**src/rtl/assert_macros.svh**
```systemverilog
// ----------------------------------------------------------------------------
// assert_macros.svh
// Concurrent assertion macros, empty under synthesis.
// ----------------------------------------------------------------------------
`ifndef ASSERT_MACROS_SVH
`define ASSERT_MACROS_SVH

`ifndef SYNTHESIS

`define ASSERT_CLK(label, clk, rst_n, prop) \
    label: assert property (@(posedge clk) disable iff (!rst_n) prop) \
        else $error("assertion failed");

`define ASSERT_NEVER(label, clk, rst_n, cond) \
    label: assert property (@(posedge clk) disable iff (!rst_n) !(cond)) \
        else $error("forbidden condition seen");

`else

`define ASSERT_CLK(label, clk, rst_n, prop)

`define ASSERT_NEVER(label, clk, rst_n, cond)

`endif

`endif

```
**src/rtl/pit_pkg.sv**
```systemverilog
// ----------------------------------------------------------------------------
// pit_pkg
// Types and codes shared by the position item table.
// ----------------------------------------------------------------------------
package pit_pkg;

    typedef enum logic [1:0] {
        OP_LOOKUP = 2'd0,
        OP_INSERT = 2'd1,
        OP_REMOVE = 2'd2,
        OP_CLEAR  = 2'd3
    } t_op;

    typedef enum logic [1:0] {
        MARK_NONE  = 2'd0,
        MARK_SET   = 2'd1,
        MARK_CLEAR = 2'd2
    } t_mark;

    typedef enum logic [5:0] {
        ST_IDLE = 6'b000001,
        ST_READ = 6'b000010,
        ST_LOAD = 6'b000100,
        ST_SCAN = 6'b001000,
        ST_FILL = 6'b010000,
        ST_DONE = 6'b100000
    } t_state;

    typedef struct packed {
        logic [7:0] kind_code;
        logic [7:0] pos_x;
        logic [7:0] pos_y;
        logic [7:0] amount;
    } t_slot_rec;

    typedef struct packed {
        logic       success;
        logic [3:0] slot_out;
        t_mark      mark_action;
        logic [7:0] mark_x;
        logic [7:0] mark_y;
    } t_rsp;

    localparam t_rsp RSP_NONE = '{
        success:     1'b0,
        slot_out:    4'd0,
        mark_action: MARK_NONE,
        mark_x:      8'd0,
        mark_y:      8'd0
    };

endpackage

```
**src/rtl/pit_ifs.sv**
```systemverilog
// ----------------------------------------------------------------------------
// pit_ifs
// Request and response channels of the position item table.
// ----------------------------------------------------------------------------
interface pit_req_if;
    logic       valid;
    logic       ready;
    logic [1:0] operation;
    logic [7:0] kind_code;
    logic [7:0] pos_x;
    logic [7:0] pos_y;
    logic [7:0] amount;
    logic [7:0] slot_in;

    modport source (
        output valid, operation, kind_code, pos_x, pos_y, amount, slot_in,
        input  ready
    );
    modport sink (
        input  valid, operation, kind_code, pos_x, pos_y, amount, slot_in,
        output ready
    );
endinterface

interface pit_rsp_if;
    logic       valid;
    logic       ready;
    logic       success;
    logic [3:0] slot_out;
    logic [1:0] mark_action;
    logic [7:0] mark_x;
    logic [7:0] mark_y;

    modport source (
        output valid, success, slot_out, mark_action, mark_x, mark_y,
        input  ready
    );
    modport sink (
        input  valid, success, slot_out, mark_action, mark_x, mark_y,
        output ready
    );
endinterface

```
**src/rtl/pit_slot_store.sv**
```systemverilog
// ----------------------------------------------------------------------------
// pit_slot_store
// Slot record memory: one write port, one registered read port.
// ----------------------------------------------------------------------------
module pit_slot_store
    import pit_pkg::*;
#(
    parameter int DEPTH = 16,
    parameter int AW    = 4
) (
    input  logic          i_clk,
    input  logic          i_wr_en,
    input  logic [AW-1:0] i_wr_addr,
    input  t_slot_rec     i_wr_data,
    input  logic          i_rd_en,
    input  logic [AW-1:0] i_rd_addr,
    output t_slot_rec     o_rd_data
);

    t_slot_rec r_mem [DEPTH];
    t_slot_rec r_rd_data;

    always_ff @(posedge i_clk) begin
        if (i_wr_en) begin
            r_mem[i_wr_addr] <= i_wr_data;
        end
    end

    always_ff @(posedge i_clk) begin
        if (i_rd_en) begin
            r_rd_data <= r_mem[i_rd_addr];
        end
    end

    assign o_rd_data = r_rd_data;

endmodule

```
**src/rtl/position_item_table_unit.sv**
```systemverilog
// ----------------------------------------------------------------------------
// position_item_table_unit
// Slot table with lookup, insert, remove and clear, scanned one slot a cycle.
// ----------------------------------------------------------------------------
// Channel   Port    Dir  Payload
// request   i_req   in   operation, kind_code, pos_x, pos_y, amount, slot_in
// response  o_rsp   out  success, slot_out, mark_action, mark_x, mark_y
//
// Lookup and remove walk the slot memory through the single compare unit, remove
// first reading the removed slot's position (ST_READ, ST_LOAD); insert walks the
// valid flags for a free slot; clear and rejects go straight to ST_DONE.
// One request in flight; a new one is taken while the last result waits.
// Reset empties the table at once through the per-slot valid flops.
// ----------------------------------------------------------------------------
`include "assert_macros.svh"

module position_item_table_unit
    import pit_pkg::*;
#(
    parameter int SLOT_COUNT = 16
) (
    input  logic   i_clk,
    input  logic   i_rst_n,
    pit_req_if.sink   i_req,
    pit_rsp_if.source o_rsp
);

    localparam int             IW       = $clog2(SLOT_COUNT);
    localparam logic [IW-1:0]  LP_LAST  = IW'(SLOT_COUNT - 1);
    localparam logic [7:0]     LP_LIMIT = 8'(SLOT_COUNT);

    t_state                r_state, n_state;
    t_op                   r_op, n_op;
    logic [7:0]            r_tgt_x, n_tgt_x;
    logic [7:0]            r_tgt_y, n_tgt_y;
    logic [7:0]            r_kind, n_kind;
    logic [7:0]            r_amount, n_amount;
    logic [IW-1:0]         r_rm_idx, n_rm_idx;
    logic [IW-1:0]         r_idx, n_idx;
    logic [IW-1:0]         r_rd_idx, n_rd_idx;
    logic                  r_rd_live, n_rd_live;
    logic [SLOT_COUNT-1:0] r_valid, n_valid;
    t_rsp                  r_res, n_res;
    t_rsp                  r_out, n_out;
    logic                  r_out_valid, n_out_valid;

    logic          w_wr_en;
    logic [IW-1:0] w_wr_addr;
    t_slot_rec     w_wr_data;
    logic          w_rd_en;
    logic [IW-1:0] w_rd_addr;
    t_slot_rec     w_rd_data;
    logic          w_accept;
    logic          w_in_range;
    logic          w_rm_live;
    logic          w_hit;

    function automatic logic [3:0] f_slot4(input logic [IW-1:0] idx);
        logic [7:0] wide;
        wide = 8'(idx);
        return wide[3:0];
    endfunction

    pit_slot_store #(
        .DEPTH (SLOT_COUNT),
        .AW    (IW)
    ) u_store (
        .i_clk     (i_clk),
        .i_wr_en   (w_wr_en),
        .i_wr_addr (w_wr_addr),
        .i_wr_data (w_wr_data),
        .i_rd_en   (w_rd_en),
        .i_rd_addr (w_rd_addr),
        .o_rd_data (w_rd_data)
    );

    assign i_req.ready = (r_state == ST_IDLE);
    assign w_accept    = i_req.valid && i_req.ready;
    assign w_in_range  = (i_req.slot_in < LP_LIMIT);
    assign w_rm_live   = w_in_range ? r_valid[i_req.slot_in[IW-1:0]] : 1'b0;
    assign w_hit       = r_valid[r_rd_idx] && (w_rd_data.pos_x == r_tgt_x)
                         && (w_rd_data.pos_y == r_tgt_y);

    always_comb begin
        n_state     = r_state;
        n_op        = r_op;
        n_tgt_x     = r_tgt_x;
        n_tgt_y     = r_tgt_y;
        n_kind      = r_kind;
        n_amount    = r_amount;
        n_rm_idx    = r_rm_idx;
        n_idx       = r_idx;
        n_rd_idx    = r_rd_idx;
        n_rd_live   = r_rd_live;
        n_valid     = r_valid;
        n_res       = r_res;
        n_out       = r_out;
        n_out_valid = r_out_valid;
        w_wr_en     = 1'b0;
        w_wr_addr   = r_idx;
        w_wr_data   = '{kind_code: r_kind, pos_x: r_tgt_x, pos_y: r_tgt_y,
                        amount: r_amount};
        w_rd_en     = 1'b0;
        w_rd_addr   = r_idx;

        if (r_out_valid && o_rsp.ready) begin
            n_out_valid = 1'b0;
        end

        unique case (r_state)
            ST_IDLE: begin
                if (w_accept) begin
                    n_op      = t_op'(i_req.operation);
                    n_tgt_x   = i_req.pos_x;
                    n_tgt_y   = i_req.pos_y;
                    n_kind    = i_req.kind_code;
                    n_amount  = i_req.amount;
                    n_idx     = '0;
                    n_rd_live = 1'b0;
                    unique case (t_op'(i_req.operation))
                        OP_LOOKUP: n_state = ST_SCAN;
                        OP_INSERT: n_state = ST_FILL;
                        OP_REMOVE: begin
                            if (w_rm_live) begin
                                n_rm_idx = i_req.slot_in[IW-1:0];
                                n_state  = ST_READ;
                            end else begin
                                n_res   = RSP_NONE;
                                n_state = ST_DONE;
                            end
                        end
                        OP_CLEAR: begin
                            n_valid = '0;
                            n_res   = RSP_NONE;
                            n_state = ST_DONE;
                        end
                        default: n_state = ST_IDLE;
                    endcase
                end
            end
            ST_READ: begin
                w_rd_en   = 1'b1;
                w_rd_addr = r_rm_idx;
                n_state   = ST_LOAD;
            end
            ST_LOAD: begin
                n_tgt_x           = w_rd_data.pos_x;
                n_tgt_y           = w_rd_data.pos_y;
                n_valid[r_rm_idx] = 1'b0;
                n_idx             = '0;
                n_rd_live         = 1'b0;
                n_state           = ST_SCAN;
            end
            ST_SCAN: begin
                w_rd_en   = 1'b1;
                w_rd_addr = r_idx;
                n_rd_idx  = r_idx;
                n_rd_live = 1'b1;
                if (r_idx != LP_LAST) begin
                    n_idx = r_idx + 1'b1;
                end
                if (r_rd_live && (w_hit || (r_rd_idx == LP_LAST))) begin
                    n_rd_live = 1'b0;
                    n_state   = ST_DONE;
                    if (r_op == OP_REMOVE) begin
                        n_res.success     = 1'b1;
                        n_res.slot_out    = f_slot4(r_rm_idx);
                        n_res.mark_action = w_hit ? MARK_NONE : MARK_CLEAR;
                        n_res.mark_x      = w_hit ? 8'd0 : r_tgt_x;
                        n_res.mark_y      = w_hit ? 8'd0 : r_tgt_y;
                    end else begin
                        n_res          = RSP_NONE;
                        n_res.success  = w_hit;
                        n_res.slot_out = w_hit ? f_slot4(r_rd_idx) : 4'd0;
                    end
                end
            end
            ST_FILL: begin
                priority if (!r_valid[r_idx]) begin
                    w_wr_en          = 1'b1;
                    w_wr_addr        = r_idx;
                    n_valid[r_idx]   = 1'b1;
                    n_res.success     = 1'b1;
                    n_res.slot_out    = f_slot4(r_idx);
                    n_res.mark_action = MARK_SET;
                    n_res.mark_x      = r_tgt_x;
                    n_res.mark_y      = r_tgt_y;
                    n_state           = ST_DONE;
                end else if (r_idx == LP_LAST) begin
                    n_res   = RSP_NONE;
                    n_state = ST_DONE;
                end else begin
                    n_idx = r_idx + 1'b1;
                end
            end
            ST_DONE: begin
                if (!r_out_valid || o_rsp.ready) begin
                    n_out       = r_res;
                    n_out_valid = 1'b1;
                    n_state     = ST_IDLE;
                end
            end
            default: n_state = ST_IDLE;
        endcase
    end

    always_ff @(posedge i_clk) begin
        if (!i_rst_n) begin
            r_state     <= ST_IDLE;
            r_valid     <= '0;
            r_out_valid <= 1'b0;
            r_rd_live   <= 1'b0;
        end else begin
            r_state     <= n_state;
            r_valid     <= n_valid;
            r_out_valid <= n_out_valid;
            r_rd_live   <= n_rd_live;
        end
    end

    always_ff @(posedge i_clk) begin
        r_op     <= n_op;
        r_tgt_x  <= n_tgt_x;
        r_tgt_y  <= n_tgt_y;
        r_kind   <= n_kind;
        r_amount <= n_amount;
        r_rm_idx <= n_rm_idx;
        r_idx    <= n_idx;
        r_rd_idx <= n_rd_idx;
        r_res    <= n_res;
        r_out    <= n_out;
    end

    assign o_rsp.valid       = r_out_valid;
    assign o_rsp.success     = r_out.success;
    assign o_rsp.slot_out    = r_out.slot_out;
    assign o_rsp.mark_action = r_out.mark_action;
    assign o_rsp.mark_x      = r_out.mark_x;
    assign o_rsp.mark_y      = r_out.mark_y;

    `ASSERT_CLK(a_fail_is_quiet, i_clk, i_rst_n, (o_rsp.valid && !o_rsp.success) |-> (o_rsp.slot_out == 4'd0 && o_rsp.mark_action == MARK_NONE))
    `ASSERT_CLK(a_set_needs_success, i_clk, i_rst_n, (o_rsp.valid && o_rsp.mark_action == MARK_SET) |-> o_rsp.success)
    `ASSERT_CLK(a_clear_empties, i_clk, i_rst_n, (w_accept && i_req.operation == OP_CLEAR) |=> (r_valid == '0))
    `ASSERT_CLK(a_removed_slot_freed, i_clk, i_rst_n, (r_state == ST_LOAD) |=> !r_valid[$past(r_rm_idx)])
    `ASSERT_NEVER(a_scan_in_range, i_clk, i_rst_n, (r_state == ST_SCAN || r_state == ST_FILL) && (r_idx > LP_LAST))

endmodule
```
**src/flat_wrapper.sv**
```systemverilog
// flat-port wrapper written by rule: the top's interface ports become plain ports
module position_item_table_unit_flat import pit_pkg::*;
#(
    parameter int SLOT_COUNT = 16
)
  (i_clk, i_rst_n, i_req_valid, i_req_operation, i_req_kind_code, i_req_pos_x, i_req_pos_y, i_req_amount, i_req_slot_in, i_req_ready, o_rsp_valid, o_rsp_success, o_rsp_slot_out, o_rsp_mark_action, o_rsp_mark_x, o_rsp_mark_y, o_rsp_ready);
  pit_req_if i_req_i ();
  pit_rsp_if o_rsp_i ();
  input  logic i_clk;
  input  logic i_rst_n;
  input wire logic [$bits(i_req_i.valid)-1:0] i_req_valid;
  input wire logic [$bits(i_req_i.operation)-1:0] i_req_operation;
  input wire logic [$bits(i_req_i.kind_code)-1:0] i_req_kind_code;
  input wire logic [$bits(i_req_i.pos_x)-1:0] i_req_pos_x;
  input wire logic [$bits(i_req_i.pos_y)-1:0] i_req_pos_y;
  input wire logic [$bits(i_req_i.amount)-1:0] i_req_amount;
  input wire logic [$bits(i_req_i.slot_in)-1:0] i_req_slot_in;
  output wire logic [$bits(i_req_i.ready)-1:0] i_req_ready;
  output wire logic [$bits(o_rsp_i.valid)-1:0] o_rsp_valid;
  output wire logic [$bits(o_rsp_i.success)-1:0] o_rsp_success;
  output wire logic [$bits(o_rsp_i.slot_out)-1:0] o_rsp_slot_out;
  output wire logic [$bits(o_rsp_i.mark_action)-1:0] o_rsp_mark_action;
  output wire logic [$bits(o_rsp_i.mark_x)-1:0] o_rsp_mark_x;
  output wire logic [$bits(o_rsp_i.mark_y)-1:0] o_rsp_mark_y;
  input wire logic [$bits(o_rsp_i.ready)-1:0] o_rsp_ready;
  assign i_req_i.valid = i_req_valid;
  assign i_req_i.operation = i_req_operation;
  assign i_req_i.kind_code = i_req_kind_code;
  assign i_req_i.pos_x = i_req_pos_x;
  assign i_req_i.pos_y = i_req_pos_y;
  assign i_req_i.amount = i_req_amount;
  assign i_req_i.slot_in = i_req_slot_in;
  assign i_req_ready = i_req_i.ready;
  assign o_rsp_valid = o_rsp_i.valid;
  assign o_rsp_success = o_rsp_i.success;
  assign o_rsp_slot_out = o_rsp_i.slot_out;
  assign o_rsp_mark_action = o_rsp_i.mark_action;
  assign o_rsp_mark_x = o_rsp_i.mark_x;
  assign o_rsp_mark_y = o_rsp_i.mark_y;
  assign o_rsp_i.ready = o_rsp_ready;
  position_item_table_unit #(.SLOT_COUNT(SLOT_COUNT)) u_core (.i_clk(i_clk), .i_rst_n(i_rst_n), .i_req(i_req_i), .o_rsp(o_rsp_i));
endmodule
```
**config.mk**
```make
export PLATFORM = sky130hd
export DESIGN_NAME = position_item_table_unit_flat
export DESIGN_NICKNAME = d
export VERILOG_FILES = /design/src/rtl/pit_pkg.sv /design/src/rtl/pit_ifs.sv /design/src/rtl/pit_slot_store.sv /design/src/rtl/position_item_table_unit.sv /design/src/flat_wrapper.sv
export VERILOG_INCLUDE_DIRS = /design/src /design/src/rtl
export SDC_FILE = /design/constraint.sdc
export NUM_CORES = 1
export LEC_CHECK = 0
export BUFFER_PORTS_ARGS = -buffer_cell sky130_fd_sc_hd__buf_2
export CAP_MARGIN = 20
export CORE_AREA = 10 10 166 168
export DETAILED_ROUTE_END_ITERATION = 8
export DIE_AREA = 0 0 176 178
export PLACE_DENSITY = 0.83
export SETUP_SLACK_MARGIN = 0.2
export SLEW_MARGIN = 20
export SYNTH_ARGS = -nofsm -noshare
export SYNTH_HDL_FRONTEND = slang
export SYNTH_SLANG_ARGS = --single-unit
```
**constraint.sdc**
```tcl
create_clock -name i_clk -period 8.4 [get_ports i_clk]
set_input_delay 1.26 -clock i_clk [delete_from_list [all_inputs] [get_ports i_clk]]
set_output_delay 1.26 -clock i_clk [all_outputs]
set_load 0.1 [all_outputs]
```
# == Word-level counts from Yosys, hierarchy flattened ==
# Memory sizes are Yosys's and may differ from the RTL's. A register that Yosys moved wholly into a read port is not among the register bits.
# Index checks and enable logic that the tools add are counted.
# word_totals
reg_bits,116
ram_bits,512
word_cells,142
memories,1
# mem_list
name,words,width,read_ports,rd_clocked_by_memory_dff,wr,line_no,source
u_core.u_store.r_mem,16,32,1,1,1,pit_slot_store.sv:20,t_slot_rec r_mem [DEPTH];
# classes
n_addsub,1
order_cmp,7
n_eq_ne,26
mux,56
n_bitwise,3
reduce_logical,26
# op_table
cell,n
$mux 23,6
$pmux 23 s3,1
$mux 16,3
$pmux 16 s3,1
$pmux 23 s2,1
$mux 6,6
$pmux 6 s6,1
$mux 8,4
$pmux 8 s2,2
$mux 4,6
$pmux 6 s4,1
$lt 4x5->1 const B,4
$and 16x16->16,1
$eq 8x8->1,2
$mux 1,16
$not 16->16,1
$or 16x16->16,1
$pmux 4 s4,1
$bmux 1 s4,3
$reduce_and 4->1,3
$ne 3x3->1 const B,3
$reduce_bool 3->1,3
$demux 1 s4,2
$eq 4x4->1 const B,2
other kinds (26),45

# == Depth between registers and ports, before layout ==
# Gate-level depths: netlist of the first run.
# depth
depth_word,8
depth_mapped,10
mapped_depth_nobuf,7

# == Cells and area by module ==
# A second synthesis of the first run with hierarchy kept.
# hier_totals
hier_cells,1255
area_unflattened_um2,25564.5
# by_module_without_submodules
mod,instances,cells_each,area_each_um2,seq_area_each_um2
pit_slot_store,1,838,20174.3,16335.7
position_item_table_unit,1,417,5390.2,3243.1

# == Worst setup path before layout of the first run ==
# Ideal clock, no wire load.
# synth_timing
kind,input to register
from,input i_req_slot_in[0]
to,"register u_core.r_res[0] (netlist name), enable pin"
setup_time_ns,0.403
arrival_time_ns,3.353
t_required_ns,7.997
path_slack_ns,4.645
stages,6
path_buffers,0
cell_sequence,mux4_2 -> nor2b_1 -> a211oi_1 -> a2111oi_0 -> o22a_1 -> nor2_1
# synth_between
elab_chain_cells,5
elab_cells_between_ends,6
cone_classes,order compare (1); eq/ne (1); mux (3); reduce/logical (1)
# synth_lines
element,line_no,source
"start, declared",flat_wrapper.sv:17,input wire logic [$bits(i_req_i.slot_in)-1:0] i_req_slot_in;
$bmux 1 s4,position_item_table_unit.sv:80,assign w_rm_live = w_in_range ? r_valid[i_req.slot_in[IW-1:0]] : 1'b0;
$mux 1 (implied by the code),position_item_table_unit.sv:80,
$mux 1 *,position_item_table_unit.sv:80,
$ne 3x3->1 (no source line) *,--,
$reduce_and 6->1 (no source line) *,--,
"end signal, assigned",position_item_table_unit.sv:230,r_res <= n_res;
"end, declared",position_item_table_unit.sv:43,"t_rsp r_res, n_res;"
# Mark *: on every way between the ends. The rest lies on a longest branch, timed or not. The select of a mux whose other input is x is not followed.
# A chain may end at the register's enable or synchronous reset.

# == Worst setup path in the final report of the first run ==
# layout_timing
from,register u_core.r_state[1]
to,register u_core.u_store.o_rd_data[10] (netlist name)
# layout_between
elab_chain_cells,3
elab_cells_between_ends,5
cone_classes,eq/ne (2); mux (2); reduce/logical (1)
# layout_lines
element,line_no,source
"start, declared",position_item_table_unit.sv:32,"t_state r_state, n_state;"
"start signal, assigned",position_item_table_unit.sv:214,r_state <= n_state;
$eq 6x2->1 / $eq 6x4->1 (equally long branches),position_item_table_unit.sv:110,unique case (r_state)
$reduce_or 2->1 (no source line),--,
$mux 1,position_item_table_unit.sv:110,
# Parallel ways exist; a longest one is shown, timed or not.

==> run metrics, run 1 <==
status=finished clean; Max Root-Sink Buffers=3; post-route cell area=17170 um2; Mapped Nets=approximately 1100; via count=9634; number of synthesized flops with an enable pin=approximately 350; antenna violations before repair=0; IO Port Bufs=54; Die Y=178 um; Final nets=1161; CP required=8630 ps; Max-Cap Viols=0; Hold Path Depth=0; worst hold endpoint=u_core.o_rsp.mark_x[2]; f_max=274.5 MHz; worst-margin pin slew=1009 ps; drt total wl=34400 um; non-filler cells, final=between 1000 and 1500; min Tclk post-route=3643 ps; crit path capture type=flop; post_cts resized=0; die area=about 31000 um2; asr flop ratio synth=0%; final setup violating endpoints=0; Max VDD drop=0.1751 mV; number of buffers inserted by hold repair at cts=0; Core ar.=between 20000 and 25000 um2; Syn Area/Cell=14.53 um2; relative slew slack=32.59%; R2R setup slack=between 4000 and 5000 ps; post-CTS setup buffer count=0; WL per Instance=23.54 um; num ports=71; FF+latch count, synth=372; Fin Hold WS=roughly 420 ps; top-area cell type share of the netlist area=67.66%; # clock sinks=~370; Distinct cells, synth=64; Num CTS Buffers=38; synthesized instance count=1063; # DRC=0; clock skew=15.75 ps; clock slew at reported path FFs=60 ps; Antenna diodes=0; Worst Hold Launch=u_core.r_res[10]; most frequent cells in the layout=348 x edfxtp_1, 97 x a21oi_1, 90 x o21ai_0, 89 x nand3_1, 71 x mux2i_1; synth top area cells=edfxtp_1 68%, mux2i_1 4.6%, a21oi_1 3.2%; TritonRoute pass-1 iters=6; power density over cell area=around 250 nW/um2; most common cell after layout, fill and taps aside=edfxtp_1; Synth area leader=edfxtp_1; Cell Area, Synth=15440 um2; Root Driver=clkbuf_16; Critical R2R Capture=u_core.u_store.o_rd_data[10]; detailed placement HPWL=21050 um; DP Area=15970 um2; Overall Global Routing Usage=21.47%; Yosys warnings=0; placer's final routability congestion estimate=0.8891; first-pass GRT wire length=52840 um; register area share after synthesis=a little over two thirds; Post-DRT Antenna Nets=0; layout cell share with drive strength beyond 1=14.69%; Clock H-tree levels=2; vias in the first global route=between 9000 and 10000; GRT Residual Overflow=0; Die W=~180 um; class of the worst hold path=flop to flop; final worst-path cycle share=a little over two fifths; # rows=57; final hold violation count=0; R2R depth=6; Fill cells=1556; Clock Latency Late Sink=520 ps; RSZ-0062 raised after global routing=false; routed vias/inst=6.594; pins over their slew limit=0; Worst Path Max Fanout=16; Worst setup SP type=flop; largest net degree at the start of global routing=37; area delta synth->final=11.20%; Power, Total=approximately 0.0042 W; initial core utilization=64.07%; Critical Path AT=~3900 ps; main flop type after synthesis=edfxtp_1; leakage=6.002 nW; Setup Crit Path Kind=flop to flop; Critical R2R Launch=u_core.r_state[1]; setup_tns=0 ps; First DRT Iteration DRCs=1330; CTS tree=done; placed cell count=1394
-- how the worst max path moves through the flow --
stage	cells past startpoint	from	slack [ps]	endpoint
6_report	6	u_core.r_state[1]	4760	u_core.u_store.o_rd_data[10]
5_1_grt	6	u_core.r_state[1]	4610	u_core.u_store.o_rd_data[10]
4_1_cts	6	u_core.r_tgt_x[5]	4740	u_core.r_res[15]
3_5_place_dp	7	i_req_slot_in[0]	4390	u_core.r_res[7]
3_3_place_gp	7	i_req_slot_in[0]	4470	u_core.r_res[11]
2_1_floorplan	6	i_req_slot_in[0]	4640	u_core.r_res[0]
-- cell usage after synthesis, drive strengths merged, types with 5 or more instances --
cell type and instances:
mux2i 72, clkbuf 33, nand3 89, nand4 7, nor3 6, mux4 11
nand2 29, nor2b 24, edfxtp 348, a31oi 8, and3 5, o22a 33
buf 27, xnor2 17, nor4 23, nand2b 7, mux2 16, o21ai 92
inv 24, nor2 23, dfxtp 24, a21oi 101
-- registers in the layout, indices dropped and copies added, names as in the netlist --
signal / cells
u_core.r_state: 6
u_core.r_valid: 16
u_core.o_rsp.success: 1
u_core.r_op: 2
u_core.r_rm_idx: 4
u_core.o_rsp.valid: 1
u_core.r_rd_idx: 4
u_core.u_store.r_mem: 256
u_core.r_idx: 4
u_core.o_rsp.mark_action: 2
u_core.r_tgt_x: 8
u_core.o_rsp.slot_out: 4
u_core.u_store.o_rd_data: 16
u_core.r_res: 23
u_core.o_rsp.mark_x: 8
u_core.o_rsp.mark_y: 8
u_core.r_rd_live: 1
u_core.r_tgt_y: 8
-- power by group --
part	internal (W)	leakage [nW]	switching [W]
Combinational	0.000159	2.07	0.000291
Sequential	0.00210	3.35	0.0000740
Clock	0.000942	0.585	0.000664
Total	0.00320	6.00	0.00103
-- cell families after synthesis --
group | count (synthesis) | share of synthesized area, %
compound gates | 257 | 9.811
fa+ha+maj | 4 | 0.3241
simple gates | 227 | 7.996
buf+inv | 85 | 2.463
mux | 99 | 7.558
flops | 372 | 70.77
xor+xnor | 19 | 1.077
-- stage by stage --
step,setup WS [ps],util [%]
5_1_grt,4609,71.24
4_1_cts,4741,71.17
3_5_place_dp,4390,66.25
6_report,4757,71.24
2_1_floorplan,4645,-
3_3_place_gp,4469,66.22
-- critical path, cell delays in order (launching register included) --
cell and delay [ps]:
dfxtp_1 490, nor2b_1 620, nand2_1 330, a21oi_2 800, a21oi_1 170, nor4_1 790
nand3_1 150
-- layout make-up --
cell class / instances / area [um2] / share of cell area (%)
multi-input cells: 606 / 4178 / 24.33
inverters: 25 / 93.84 / 0.5464
well taps: 324 / 405.4 / 2.360
repair buffers: 68 / 379.1 / 2.207
flip-flops and latches: 372 / 10930 / 63.65
clock inverters: 13 / 86.33 / 0.5027
clock buffers: 53 / 1101 / 6.411
-- metal layers --
metal | vias to the layer above | part of all wire [%] | track usage [%]
met1 | 4727 | 40 | 29.17
met5 | - | 0 | 0
met2 | 615 | 47 | 33.76
met3 | 64 | 10 | 4.863
li1 | 4228 | - | -
met4 | 0 | 2.7 | 7.453
No activity file was read; power rests on OpenSTA's default activity.
==> inputs of run 2 (changes only) <==
--- a/config.mk
+++ b/config.mk
@@ -6,12 +6,13 @@
 export SDC_FILE = /design/constraint.sdc
 export NUM_CORES = 1
 export LEC_CHECK = 0
+export ABC_AREA = 1
 export BUFFER_PORTS_ARGS = -buffer_cell sky130_fd_sc_hd__buf_2
 export CAP_MARGIN = 20
-export CORE_AREA = 10 10 166 168
+export CORE_AREA = 10 10 174 176
 export DETAILED_ROUTE_END_ITERATION = 8
-export DIE_AREA = 0 0 176 178
-export PLACE_DENSITY = 0.83
+export DIE_AREA = 0 0 184 186
+export PLACE_DENSITY = 0.79
 export SETUP_SLACK_MARGIN = 0.2
 export SLEW_MARGIN = 20
 export SYNTH_ARGS = -nofsm -noshare
==> constraint.sdc (replaced) <==
create_clock -name i_clk -period 3.65 [get_ports i_clk]
set_input_delay 0.5475 -clock i_clk [delete_from_list [all_inputs] [get_ports i_clk]]
set_output_delay 0.5475 -clock i_clk [all_outputs]
set_load 0.1 [all_outputs]
==> run 2 against run 1 <==
  * Sequential cell count unchanged
  * Largest cell class unchanged
  * Critical endpoint is now u_core.u_store.r_mem[3][9]
  * Sequential power increased to 2.8 times the previous value
  * Die area increased by 9.2%
  * Total power increased to 3.2 times the previous value
==> run metrics, run 2 <==
status=finished clean; Fill cells=1909 (+23%); number of buffers inserted by hold repair at cts=0 (unchanged); Setup Crit Path Kind=flop to flop; Bufs and invs on worst path=4 (+4); min Tclk post-route=2858 ps (-785.8 ps); Cell Area, Synth=16030 um2 (+3.8%); # clock sinks=372 (unchanged); detailed placement HPWL=23000 um (+9.2%); sequential share of power=46.0% (-5.4 points); Clock Latency Late Sink=540 ps (+20 ps); Antenna diodes=0 (unchanged); first-pass GRT wire length=58880 um (+11%); Sw Share=35.30% (+11 points); Post-DRT Antenna Nets=0 (unchanged); post_cts resized=0 (unchanged); Clock H-tree levels=2 (unchanged); Net Sw Power=0.004722 W (+360%); CP required=3830 ps (-4800 ps); layout cell share with drive strength beyond 1=12.88% (-1.8 points); WL per Instance=21.09 um (-10%); routed vias/inst=5.978 (-9.3%); IO Port Bufs=54 (unchanged); vias in the first global route=10561 (+13%); post-CTS setup buffer count=0 (unchanged); Worst Hold Launch=i_req_operation[1]; clock slew at reported path FFs=60 ps (about the same); post-route cell area=17780 um2 (+3.5%); Die Y=186 um (+4.5%); FF+latch count, synth=372 (unchanged); Crit path largest cell delay=730 ps (-70 ps); num ports=71 (unchanged); DP Area=16620 um2 (+4.1%); Max Root-Sink Buffers=3 (unchanged); largest net degree at the start of global routing=129 (+250%); RSZ-0062 raised after global routing=false; combinational power share=27.0% (+16 points); main flop type after synthesis=edfxtp_1; most frequent cells in the layout=348 x edfxtp_1, 225 x nor2_1, 176 x nand2_1, 138 x o21ai_0, 96 x nand3_1; class of the worst hold path=input port to flop; GRT Residual Overflow=0 (unchanged); First DRT Iteration DRCs=1210 (-9.0%); Core ar.=26730 um2 (+11%); Commonest cells post-synth=348 x edfxtp_1, 243 x nor2_1, 176 x nand2_1, 138 x o21ai_0, 96 x nand3_1; most common cell in the netlist=edfxtp_1; Worst setup SP type=flop; # DRC=0 (unchanged); Internal=0.008654 W (+170%); Fin Hold WS=204.0 ps (-213.4 ps); leakage=6.242 nW (+4.0%); antenna violations before repair=0 (unchanged); pins over their slew limit=0 (unchanged); final hold violation count=0 (unchanged); f_max=349.9 MHz (+27%); placed cell count=1768 (+27%); crit path cell chain=inv_2 > o21ai_0 > nand2_1 > nand2_1 > nand2_1 > inv_1 > nand2_1 > nor2_2 > inv_2 > nor2_2 > buf_4; critical path's slowest cell=edfxtp_1; crit path capture type=flop; most common cell after layout, fill and taps aside=edfxtp_1; via count=10952 (+14%); Mapped Nets=1464 (+32%); clock skew=20.84 ps (+5.083 ps); Root Driver=clkbuf_16; initial core utilization=59.97% (-4.1 points); CTS tree=done; non-filler cells, final=1832 (+25%); Power, Total=0.01338 W (+220%); Overall Global Routing Usage=22.47% (+1.0 points); drt total wl=38630 um (+12%); Die W=184 um (+4.5%); Distinct cells, synth=42 (-34%); setup_tns=0 ps (unchanged); die area=34220 um2 (+9.2%); max reg flops=256 (unchanged); Critical Path AT=3040 ps (-830 ps); asr flop ratio synth=0% (unchanged); area delta synth->final=10.91%; Yosys warnings=0 (unchanged); Hold Path Depth=1 (+1); number of synthesized flops with an enable pin=348 (unchanged); Reg with most FFs=u_core.u_store.r_mem; worst-margin pin slew=877.0 ps (-131.8 ps); Worst Path Max Fanout=35 (+19); Synth area leader=edfxtp_1; Critical R2R Capture=u_core.u_store.r_mem[3][9]; Max VDD drop=0.6920 mV (+300%); # rows=60 (+5.3%); placer's final routability congestion estimate=0.9529 (+7.2%); Max-Cap Viols=0 (unchanged); synthesized instance count=1414 (+33%); Crit path max-delay family=buffers and inverters; relative slew slack=41.47% (+8.9 points); register area share after synthesis=68.20% (-2.6 points); top-area cell type share of the netlist area=65.20% (-2.5 points); synth top area cells=edfxtp_1 65%, nor2_1 5.7%, o21ai_0 4.3%; Top Registers=u_core.u_store.r_mem (256), u_core.r_res (23); Num CTS Buffers=39 (+2.6%); final worst-path cycle share=78.29% (+35 points); clock power share=27.0% (-11 points); worst hold endpoint=u_core.r_op[1]; most frequent CP cell=nand2_1; R2R depth=11 (+5); Critical R2R Launch=u_core.r_idx[0]; final setup violating endpoints=0 (unchanged); power density over cell area=752.5 nW/um2 (+210%); R2R setup slack=790 ps (-3960 ps); TritonRoute pass-1 iters=6 (unchanged); Syn Area/Cell=11.34 um2 (-22%); Final nets=1518 (+31%)
## run 2: cell type report
| class | count | area (um2) | share of cell area, % |
|---|---|---|---|
| Inverter | 89 | 335.3 | 1.886 |
| Timing Repair Buffer | 86 | 548.0 | 3.083 |
| Clock buffer | 47 | 1006 | 5.659 |
| Clock inverter | 17 | 145.1 | 0.8165 |
| Multi-Input combinational cell | 880 | 4384 | 24.66 |
| Tap cell | 341 | 426.7 | 2.400 |
| Sequential cell | 372 | 10930 | 61.49 |
## run 2: worst register-to-register path: stages, from the launching register on
cell and delay (ps):
edfxtp_1 730, inv_2 200, o21ai_0 190, nand2_1 70, nand2_1 50, nand2_1 80
inv_1 60, nand2_1 90, nor2_2 160, inv_2 320, nor2_2 180, buf_4 360
## run 2: logic make-up (layout without fill, tap and decap cells)
family                   count (synthesis)  count (layout)  share of synthesized area [%]
XOR/XNOR                                 8               8                         0.4372
AO/OA/AOI/OAI                          294             294                          10.69
AND/OR/NAND/NOR                        567             567                          15.06
flip-flops                             372             372                          68.20
adder cells (fa/ha/maj)                  4               4                         0.3123
multiplexers                             7               7                         0.4918
buffers and inverters                  162             239                          4.809
## run 2: routing by layer
| layer | track usage (%) | wire length, um |
|---|---|---|
| met1 | 28.79 | 15420 |
| met2 | 38.28 | 19460 |
| met3 | 3.314 | 2726 |
| met4 | 7.932 | 1025 |
| met5 | 0 | 0 |
## run 2: through the flow
step	setup WS, ps	util (%)
CTS	827.2	66.49
floorplan	848.9	-
global placement	883.5	62.19
detailed placement	851.3	62.19
finish	792.4	66.51
global route	621.3	66.51
## run 2: worst max-delay path by stage
| stage | cells past startpoint | slack (ps) | to | startpoint |
|---|---|---|---|---|
| global placement | 11 | 880 | u_core.u_store.r_mem[2][17] | u_core.r_idx[0] |
| global route | 11 | 620 | u_core.u_store.r_mem[3][22] | u_core.r_idx[0] |
| floorplan | 8 | 850 | u_core.r_res[0] | u_core.r_state[3] |
| CTS | 11 | 830 | u_core.u_store.r_mem[14][9] | u_core.r_idx[0] |
| detailed placement | 11 | 850 | u_core.u_store.r_mem[1][17] | u_core.r_idx[0] |
| finish | 11 | 790 | u_core.u_store.r_mem[3][9] | u_core.r_idx[0] |
## run 2: power groups by stage
stage	Combinational, W	Sequential, W	Clock [W]
floorplan	0.00268	0.00609	0
global placement	0.00346	0.00620	0
detailed placement	0.00356	0.00623	0
CTS	0.00360	0.00614	0.00365
global route	0.00398	0.00621	0.00384
finish	0.00362	0.00615	0.00361
